--- config.mk ---
export PLATFORM = sky130hd
export DESIGN_NAME = selective_repeat_sender_window_top
export DESIGN_NICKNAME = d
export VERILOG_FILES = /design/src/hw/rtl/srsw_pkg.sv /design/src/hw/rtl/srsw_ctrl.sv /design/src/hw/rtl/srsw_dpath.sv /design/src/hw/rtl/selective_repeat_sender_window_top.sv
export SDC_FILE = /design/constraint.sdc
export NUM_CORES = 1
export LEC_CHECK = 0
export BUFFER_PORTS_ARGS = -buffer_cell sky130_fd_sc_hd__buf_2
export CAP_MARGIN = 0
export CELL_PAD_IN_SITES_DETAIL_PLACEMENT = 1
export CELL_PAD_IN_SITES_GLOBAL_PLACEMENT = 1
export CORE_ASPECT_RATIO = 1.25
export CORE_UTILIZATION = 55
export CTS_BUF_LIST = sky130_fd_sc_hd__clkbuf_2
export CTS_CLUSTER_DIAMETER = 80
export DETAILED_ROUTE_END_ITERATION = 7
export GPL_TIMING_DRIVEN = 1
export HOLD_SLACK_MARGIN = 0.05
export PLACE_DENSITY_LB_ADDON = 0.12
export SETUP_SLACK_MARGIN = 0.5
export SLEW_MARGIN = 20
export SYNTH_ARGS = -nofsm -noshare
export SYNTH_HDL_FRONTEND = slang
export SYNTH_SLANG_ARGS = --single-unit
--- constraint.sdc ---
create_clock -name aclk -period 5 [get_ports aclk]
set_clock_uncertainty 0.2 [all_clocks]
set_input_delay 0.75 -clock aclk [delete_from_list [all_inputs] [get_ports aclk]]
set_output_delay 0.75 -clock aclk [all_outputs]
set_load 0.02 [all_outputs]
--- src/hw/rtl/srsw_pkg.sv ---
// Package for the selective-repeat sender window.
// Holds the map geometry, the action codes, the controller state type
// and the command and status structs shared by srsw_ctrl and srsw_dpath.
package srsw_pkg;

    localparam int FRAME_COUNT = 1024;
    localparam int WINDOW_MAX  = 16;
    localparam int ROW_W       = 16;
    localparam int ROW_CNT     = FRAME_COUNT / ROW_W;
    localparam int COL_W       = $clog2(ROW_W);
    localparam int ROW_IDX_W   = $clog2(ROW_CNT);
    localparam int SEQ_W       = ROW_IDX_W + COL_W;
    localparam int WIN_W       = 5;
    localparam int CNT_W       = $clog2(WINDOW_MAX + 1);
    localparam int IN_DATA_W   = 16;
    localparam int IN_USER_W   = 2;
    localparam int OUT_DATA_W  = 16;

    localparam logic [WIN_W-1:0] WINDOW_RESET = WIN_W'(3);

    localparam logic ACTION_ROUND = 1'b0;
    localparam logic ACTION_RESP  = 1'b1;

    typedef enum logic [3:0] {
        ST_IDLE,
        ST_ACK_RD,
        ST_ACK_WR,
        ST_SCAN_RD,
        ST_SCAN_LOAD,
        ST_SCAN_FIND,
        ST_EMIT_LAST,
        ST_EMIT_DONE
    } state_t;

    typedef struct packed {
        logic take;
        logic mem_rd;
        logic ack_wr;
        logic scan_load;
        logic row_inc;
        logic find_step;
        logic emit_last;
        logic emit_done;
    } dp_cmd_t;

    typedef struct packed {
        logic row_empty;
        logic row_end;
        logic pend_valid;
        logic full;
        logic can_load;
    } dp_status_t;

endpackage

--- src/hw/rtl/srsw_ctrl.sv ---
// Controller of the selective-repeat sender window.
// Sequences responses and round scans; drives srsw_dpath through dp_cmd_t.
// Depends on srsw_pkg.
module srsw_ctrl
    import srsw_pkg::*;
(
    input  logic                 aclk,
    input  logic                 aresetn,
    input  logic                 s_tvalid,
    input  logic [IN_USER_W-1:0] s_tuser,
    output logic                 s_tready,
    input  dp_status_t           status,
    output dp_cmd_t              cmd
);

    state_t state_reg;
    state_t state_next;

    always_ff @(posedge aclk) begin
        if (!aresetn) begin
            state_reg <= ST_IDLE;
        end else begin
            state_reg <= state_next;
        end
    end

    always_comb begin
        state_next = state_reg;
        unique case (state_reg)
            ST_IDLE: begin
                if (s_tvalid) begin
                    if (s_tuser[0] == ACTION_RESP) begin
                        state_next = s_tuser[1] ? ST_ACK_RD : ST_IDLE;
                    end else begin
                        state_next = ST_SCAN_RD;
                    end
                end
            end
            ST_ACK_RD:    state_next = ST_ACK_WR;
            ST_ACK_WR:    state_next = ST_IDLE;
            ST_SCAN_RD:   state_next = ST_SCAN_LOAD;
            ST_SCAN_LOAD: state_next = ST_SCAN_FIND;
            ST_SCAN_FIND: begin
                if (status.row_empty) begin
                    if (status.row_end) begin
                        state_next = status.pend_valid ? ST_EMIT_LAST : ST_EMIT_DONE;
                    end else begin
                        state_next = ST_SCAN_RD;
                    end
                end else if (!status.pend_valid || status.can_load) begin
                    state_next = status.full ? ST_EMIT_LAST : ST_SCAN_FIND;
                end
            end
            ST_EMIT_LAST: begin
                if (status.can_load) begin
                    state_next = ST_IDLE;
                end
            end
            ST_EMIT_DONE: begin
                if (status.can_load) begin
                    state_next = ST_IDLE;
                end
            end
            default:      state_next = ST_IDLE;
        endcase
    end

    always_comb begin
        s_tready      = (state_reg == ST_IDLE);
        cmd           = '0;
        cmd.take      = (state_reg == ST_IDLE) && s_tvalid;
        cmd.mem_rd    = (state_reg == ST_ACK_RD) || (state_reg == ST_SCAN_RD);
        cmd.ack_wr    = (state_reg == ST_ACK_WR);
        cmd.scan_load = (state_reg == ST_SCAN_LOAD);
        cmd.row_inc   = (state_reg == ST_SCAN_FIND) && status.row_empty
                        && !status.row_end;
        cmd.find_step = (state_reg == ST_SCAN_FIND) && !status.row_empty
                        && (!status.pend_valid || status.can_load);
        cmd.emit_last = (state_reg == ST_EMIT_LAST) && status.can_load;
        cmd.emit_done = (state_reg == ST_EMIT_DONE) && status.can_load;
    end

endmodule

--- src/hw/rtl/srsw_dpath.sv ---
// Datapath of the selective-repeat sender window.
// Holds the acknowledged map (rows of 16 bits with row valid bits), the
// window register, the scan cursor, the pending frame and the output beat.
// Depends on srsw_pkg.
module srsw_dpath
    import srsw_pkg::*;
(
    input  logic                  aclk,
    input  logic                  aresetn,
    input  logic                  cfg_we,
    input  logic [WIN_W-1:0]      cfg_wdata,
    input  logic [IN_DATA_W-1:0]  s_tdata,
    input  logic [IN_USER_W-1:0]  s_tuser,
    input  dp_cmd_t               cmd,
    output dp_status_t            status,
    output logic                  m_tvalid,
    input  logic                  m_tready,
    output logic [OUT_DATA_W-1:0] m_tdata,
    output logic                  m_tlast,
    output logic                  m_tuser
);

    logic [ROW_W-1:0]     mem [ROW_CNT];
    logic [ROW_CNT-1:0]   row_valid_reg;
    logic [ROW_W-1:0]     rd_raw_reg;
    logic                 rd_valid_reg;
    logic [WIN_W-1:0]     win_reg;
    logic [ROW_IDX_W-1:0] row_reg;
    logic [COL_W-1:0]     col_reg;
    logic [ROW_W-1:0]     left_reg;
    logic [CNT_W-1:0]     cnt_reg;
    logic                 pend_valid_reg;
    logic [SEQ_W-1:0]     pend_seq_reg;
    logic                 out_valid_reg;
    logic [SEQ_W-1:0]     out_seq_reg;
    logic                 out_last_reg;
    logic                 out_done_reg;

    logic [ROW_W-1:0]     rd_data;
    logic [CNT_W-1:0]     win_eff;
    logic [CNT_W-1:0]     cnt_inc;
    logic [COL_W-1:0]     find_col;
    logic [SEQ_W-1:0]     find_seq;
    logic                 can_load;

    function automatic logic [COL_W-1:0] lowest_set(input logic [ROW_W-1:0] v);
        logic [COL_W-1:0] idx;
        idx = '0;
        for (int i = ROW_W - 1; i >= 0; i--) begin
            if (v[i]) begin
                idx = COL_W'(i);
            end
        end
        return idx;
    endfunction

    always_comb begin
        rd_data = rd_valid_reg ? rd_raw_reg : '0;
        if (win_reg == '0) begin
            win_eff = CNT_W'(1);
        end else if (CNT_W'(win_reg) > CNT_W'(WINDOW_MAX)) begin
            win_eff = CNT_W'(WINDOW_MAX);
        end else begin
            win_eff = CNT_W'(win_reg);
        end
        cnt_inc  = cnt_reg + CNT_W'(1);
        find_col = lowest_set(left_reg);
        find_seq = {row_reg, find_col};
        can_load = !out_valid_reg || m_tready;

        status.row_empty  = (left_reg == '0);
        status.row_end    = (row_reg == ROW_IDX_W'(ROW_CNT - 1));
        status.pend_valid = pend_valid_reg;
        status.full       = (cnt_inc == win_eff);
        status.can_load   = can_load;
    end

    always_ff @(posedge aclk) begin
        if (cmd.mem_rd) begin
            rd_raw_reg <= mem[row_reg];
        end
        if (cmd.ack_wr) begin
            mem[row_reg] <= rd_data | (ROW_W'(1) << col_reg);
        end
    end

    always_ff @(posedge aclk) begin
        if (!aresetn) begin
            row_valid_reg <= '0;
        end else if (cmd.ack_wr) begin
            row_valid_reg[row_reg] <= 1'b1;
        end
    end

    always_ff @(posedge aclk) begin
        if (cmd.mem_rd) begin
            rd_valid_reg <= row_valid_reg[row_reg];
        end
    end

    always_ff @(posedge aclk) begin
        if (!aresetn) begin
            win_reg <= WINDOW_RESET;
        end else if (cfg_we) begin
            win_reg <= cfg_wdata;
        end
    end

    always_ff @(posedge aclk) begin
        if (cmd.take) begin
            row_reg <= (s_tuser[0] == ACTION_RESP) ? s_tdata[SEQ_W-1:COL_W] : '0;
            col_reg <= s_tdata[COL_W-1:0];
        end else if (cmd.row_inc) begin
            row_reg <= row_reg + ROW_IDX_W'(1);
        end
        if (cmd.scan_load) begin
            left_reg <= ~rd_data;
        end else if (cmd.find_step) begin
            left_reg <= left_reg & ~(ROW_W'(1) << find_col);
        end
        if (cmd.find_step) begin
            pend_seq_reg <= find_seq;
        end
    end

    always_ff @(posedge aclk) begin
        if (!aresetn) begin
            cnt_reg        <= '0;
            pend_valid_reg <= 1'b0;
        end else if (cmd.take) begin
            cnt_reg        <= '0;
            pend_valid_reg <= 1'b0;
        end else if (cmd.find_step) begin
            cnt_reg        <= cnt_inc;
            pend_valid_reg <= 1'b1;
        end
    end

    always_ff @(posedge aclk) begin
        if (!aresetn) begin
            out_valid_reg <= 1'b0;
        end else if ((cmd.find_step && pend_valid_reg) || cmd.emit_last || cmd.emit_done) begin
            out_valid_reg <= 1'b1;
        end else if (m_tready) begin
            out_valid_reg <= 1'b0;
        end
    end

    always_ff @(posedge aclk) begin
        if (cmd.find_step && pend_valid_reg) begin
            out_seq_reg  <= pend_seq_reg;
            out_last_reg <= 1'b0;
            out_done_reg <= 1'b0;
        end else if (cmd.emit_last) begin
            out_seq_reg  <= pend_seq_reg;
            out_last_reg <= 1'b1;
            out_done_reg <= 1'b0;
        end else if (cmd.emit_done) begin
            out_seq_reg  <= '0;
            out_last_reg <= 1'b1;
            out_done_reg <= 1'b1;
        end
    end

    assign m_tvalid = out_valid_reg;
    assign m_tdata  = OUT_DATA_W'(out_seq_reg);
    assign m_tlast  = out_last_reg;
    assign m_tuser  = out_done_reg;

endmodule

--- src/hw/rtl/selective_repeat_sender_window_top.sv ---
// Channel   Dir  Beat contents
// s_        in   tuser: action, is_ack; tdata: resp_seq
// m_        out  tdata: send_seq; tlast: last; tuser: all_done
// cfg_      in   cfg_wdata: frames per round
//
// An ack beat does a row read, then a row write; a nak needs no map access.
// A round start reads, loads and searches each map row scanned (up to 64 rows), with
// one find step per frame found, through the single read port of the acknowledged map.
// Reset needs no clearing pass: row valid bits make the map read as zero.
// A stalled m_ side holds the scan; s_ is ready only between items.
// Top level of the selective-repeat sender window; depends on srsw_pkg,
// srsw_ctrl and srsw_dpath.
module selective_repeat_sender_window_top
    import srsw_pkg::*;
(
    input  logic                  aclk,
    input  logic                  aresetn,
    input  logic                  cfg_we,
    input  logic [WIN_W-1:0]      cfg_wdata,      // frames per round
    input  logic                  s_tvalid,
    output logic                  s_tready,
    input  logic [IN_DATA_W-1:0]  s_tdata,        // [9:0] resp_seq, zero pad
    input  logic [IN_USER_W-1:0]  s_tuser,        // [0] action, [1] is_ack
    output logic                  m_tvalid,
    input  logic                  m_tready,
    output logic [OUT_DATA_W-1:0] m_tdata,        // [9:0] send_seq, zero pad
    output logic                  m_tlast,
    output logic                  m_tuser         // [0] all_done
);

    dp_cmd_t    cmd;
    dp_status_t status;

    srsw_ctrl u_ctrl (
        .aclk     (aclk),
        .aresetn  (aresetn),
        .s_tvalid (s_tvalid),
        .s_tuser  (s_tuser),
        .s_tready (s_tready),
        .status   (status),
        .cmd      (cmd)
    );

    srsw_dpath u_dpath (
        .aclk      (aclk),
        .aresetn   (aresetn),
        .cfg_we    (cfg_we),
        .cfg_wdata (cfg_wdata),
        .s_tdata   (s_tdata),
        .s_tuser   (s_tuser),
        .cmd       (cmd),
        .status    (status),
        .m_tvalid  (m_tvalid),
        .m_tready  (m_tready),
        .m_tdata   (m_tdata),
        .m_tlast   (m_tlast),
        .m_tuser   (m_tuser)
    );

endmodule

==> results.toml <==
[drt]
vias = 29200
drc = 0
first_pass_iters = 6
drtIter0Drc = 3524
viasPerCell = 6.70
ant_nets = 0
wl_per_cell_um = 34.2
routed_wirelength_um = 149000

[synth]
async_flop_share_pct = 0
synth.most_common_cell = "edfxtp_1"
ys.flop_type = "edfxtp_1"
synthCells = 2671
ys_top_cells_by_area = "edfxtp_1 72%, mux4_2 4.0%, dfxtp_1 3.6%"
synth_top_family_by_area = "compound AO/OA/AOI/OAI gates"
yosysSeqAreaShare_pct = 75.2
synthAdderAreaFrac_pct = 0.0549
mappedNetlistArea_um2 = 45500
synth.distinct_cells = 66
synth-edff-count = 1087
synth_mux_area_share_pct = 7.90
synth_common_cells = "1087 x edfxtp_1, 152 x nor2_1, 132 x a221oi_1, 106 x mux2i_1, 96 x a21oi_1"
synth_xor_xnor_area_share_pct = 0.269
avgSynthCellArea_um2 = 17.1
synth_compound_gate_area_share_pct = 10.5
ys_warn_count = 0
synth-seq-cells = 1168
yosys.area.top_type_share_pct = 71.7
synth_top_area_cell = "edfxtp_1"
synthSimpleGateAreaFrac_pct = 3.88

[die]
die_h_um = 324
ioPinCount = 48
die_w_um = 259
rows = 117
fp.dieArea_um2 = 84000
start_util_pct = 55.8
coreArea_um2 = 81700

[timing]
rsz0062_at_grt = "no"
report.final.slew_viol_count = 0
tightest_slew_ns = 1.20
finalSetupViolCount = 0
min_period_ns = 4.05
timing.fmax_mhz = 247
timing.setup.tns_ns = 0
slew_headroom_pct = 19.7
finalHoldViolCount = 0
period_share_pct = 81.1

[clock_network]
cts_setup_buffers = 0
cts.sinks = 1168
clk_latency_ns = 1.54
cts_buffer_depth = 4
numCtsBuffers = 293
cts_tree = "built"
root_buffer = "clkbuf_2"
htree_levels = 5
clk_pin_slew_ns = 0.12

[run]
max-cap-violations = 0

[worst_setup_path]
r2r_setup_slack_ns = 0.95
cp-start-kind = "register"
cp_data_arrival_time_ns = 5.10
cp-end-kind = "register"
required_ns = 6.05
path_class = "register to register"
crit_fanout = 50

[grt]
grt_pass1_wl_um = 211000
grt_max_degree = 87
grt_overflow = 0
grt_use_total_pct = 35.8
grt_pass1_vias = 30700
grt_antenna_before_repair = 10

[finish]
fin_nets = 3110
fillers = 7437
final_layout_size_suffix_gt1_share_pct = 26.5
area_growth_pct = 12.6
largest_reg_flops = 1024
post-route-cell-area_um2 = 51300
post-route-util_pct = 62.8

[placed_design]
post-dp-hpwl_um = 90800
place.gp.congestion = 0.956
place_area_um2 = 48100
port_buffers = 35

[power_and_ir_drop]
p_leak_nw = 17.5
power_density_nw_per_um2 = 407
vdd_drop_max_mv = 0.201

[status]
status = "finished clean"

[worst_hold_path]
hold_path_class = "register to register"
[report_power, final]
part	internal, mW	leakage, nW	switching [mW]	total [mW]
registers	11.0	10.6	0.0705	11.1
clock network	2.54	1.96	3.79	6.33
logic	1.05	4.97	2.43	3.48
total	14.6	17.5	6.29	20.9
[layout by cell type, fill, tap and decap left out, drive strengths merged, types with 13 or more instances in the layout]
| cell type | synthesis | routed |
|---|---|---|
| edfxtp | 1087 | 1087 |
| clkbuf | 69 | 422 |
| buf | 111 | 222 |
| nor2 | 152 | 152 |
| a221oi | 140 | 140 |
| mux2i | 106 | 106 |
| a21oi | 96 | 96 |
| o21ai | 96 | 96 |
| nand2 | 94 | 94 |
| mux4 | 81 | 81 |
| dfxtp | 81 | 81 |
| a22oi | 75 | 75 |
| dlygate4sd3 | 0 | 67 |
| o21a | 65 | 65 |
| mux2 | 62 | 62 |
| clkinv | 2 | 61 |
| o22ai | 50 | 50 |
| nand3 | 31 | 31 |
| a221o | 23 | 23 |
| nor3 | 20 | 20 |
| a22o | 19 | 19 |
| and2 | 19 | 19 |
| inv | 12 | 15 |
| a31oi | 13 | 13 |
[cell families (layout without fill, tap and decap cells)]
family	after synthesis	count (layout)
AOI/OAI and AO/OA	656	656
xor gates and xnor gates	14	14
adders and majority gates	2	2
buffers and inverters	194	793
DFF	1168	1168
muxes	249	249
other	1	16
and+or+nand+nor	387	387
[worst paths after layout]
kind | from | end | cells past startpoint
hold / removal | u_dpath.row_valid_reg[15]$_SDFFE_PN0P_ | u_dpath.row_valid_reg[15]$_SDFFE_PN0P_ | 1
setup / recovery | u_dpath.row_reg[1]$_DFFE_PP_ | u_dpath.rd_raw_reg[6]$_DFFE_PP_ | 8
setup reg to reg | u_dpath.row_reg[1]$_DFFE_PP_ | u_dpath.rd_raw_reg[6]$_DFFE_PP_ | 8
hold reg to reg | u_dpath.row_valid_reg[15]$_SDFFE_PN0P_ | u_dpath.row_valid_reg[15]$_SDFFE_PN0P_ | 1
[repair_timing]
| item | CTS | global route |
|---|---|---|
| resized for setup | 0 | 0 |
| hold endpoints to repair | 93 | 0 |
| endpoints found under the setup margin | 0 | 0 |
| hold buffers | 67 | 0 |
[per-layer routing]
metal  global-route usage [%]  vias up  wire [µm]
li1                         -    11900          -
met1                     43.5    15000      52900
met2                     57.6     1878      71800
met3                     9.20      473      14500
met4                     22.2        8       9500
met5                        0        -         53
[through the flow]
stage          std cells  power (mW)  hold slack, ns  setup WS [ns]
2_1_floorplan       2676        13.1           0.235          0.832
3_3_place_gp        3789        14.5           0.242           1.10
3_5_place_dp        3789        14.6           0.253           1.04
4_1_cts             4346        20.9           0.162           1.00
5_1_grt             4353        21.5           0.211          0.853
6_report            4356        20.9           0.272          0.945
[critical path, stage by stage (launching register included)]
cell      delay [ns]
edfxtp_1        0.58
buf_12          0.35
inv_2           0.40
buf_4           0.33
a221oi_1        0.23
nor2_1          0.06
o21ai_0         0.62
nand2_1         0.26
or4_1           0.66
[cell type report]
cell class,count,area [µm²],area share (%)
Sequential cell,1168,34300,66.8
Antenna cell,10,25.0,0.0488
Clock buffer,422,2110,4.12
Timing Repair Buffer,289,2460,4.80
Tap cell,1071,1340,2.61
Multi-Input combinational cell,1314,10600,20.7
Inverter,14,53.8,0.105
Clock inverter,68,424,0.827
(Power assumes the default switching activity.)
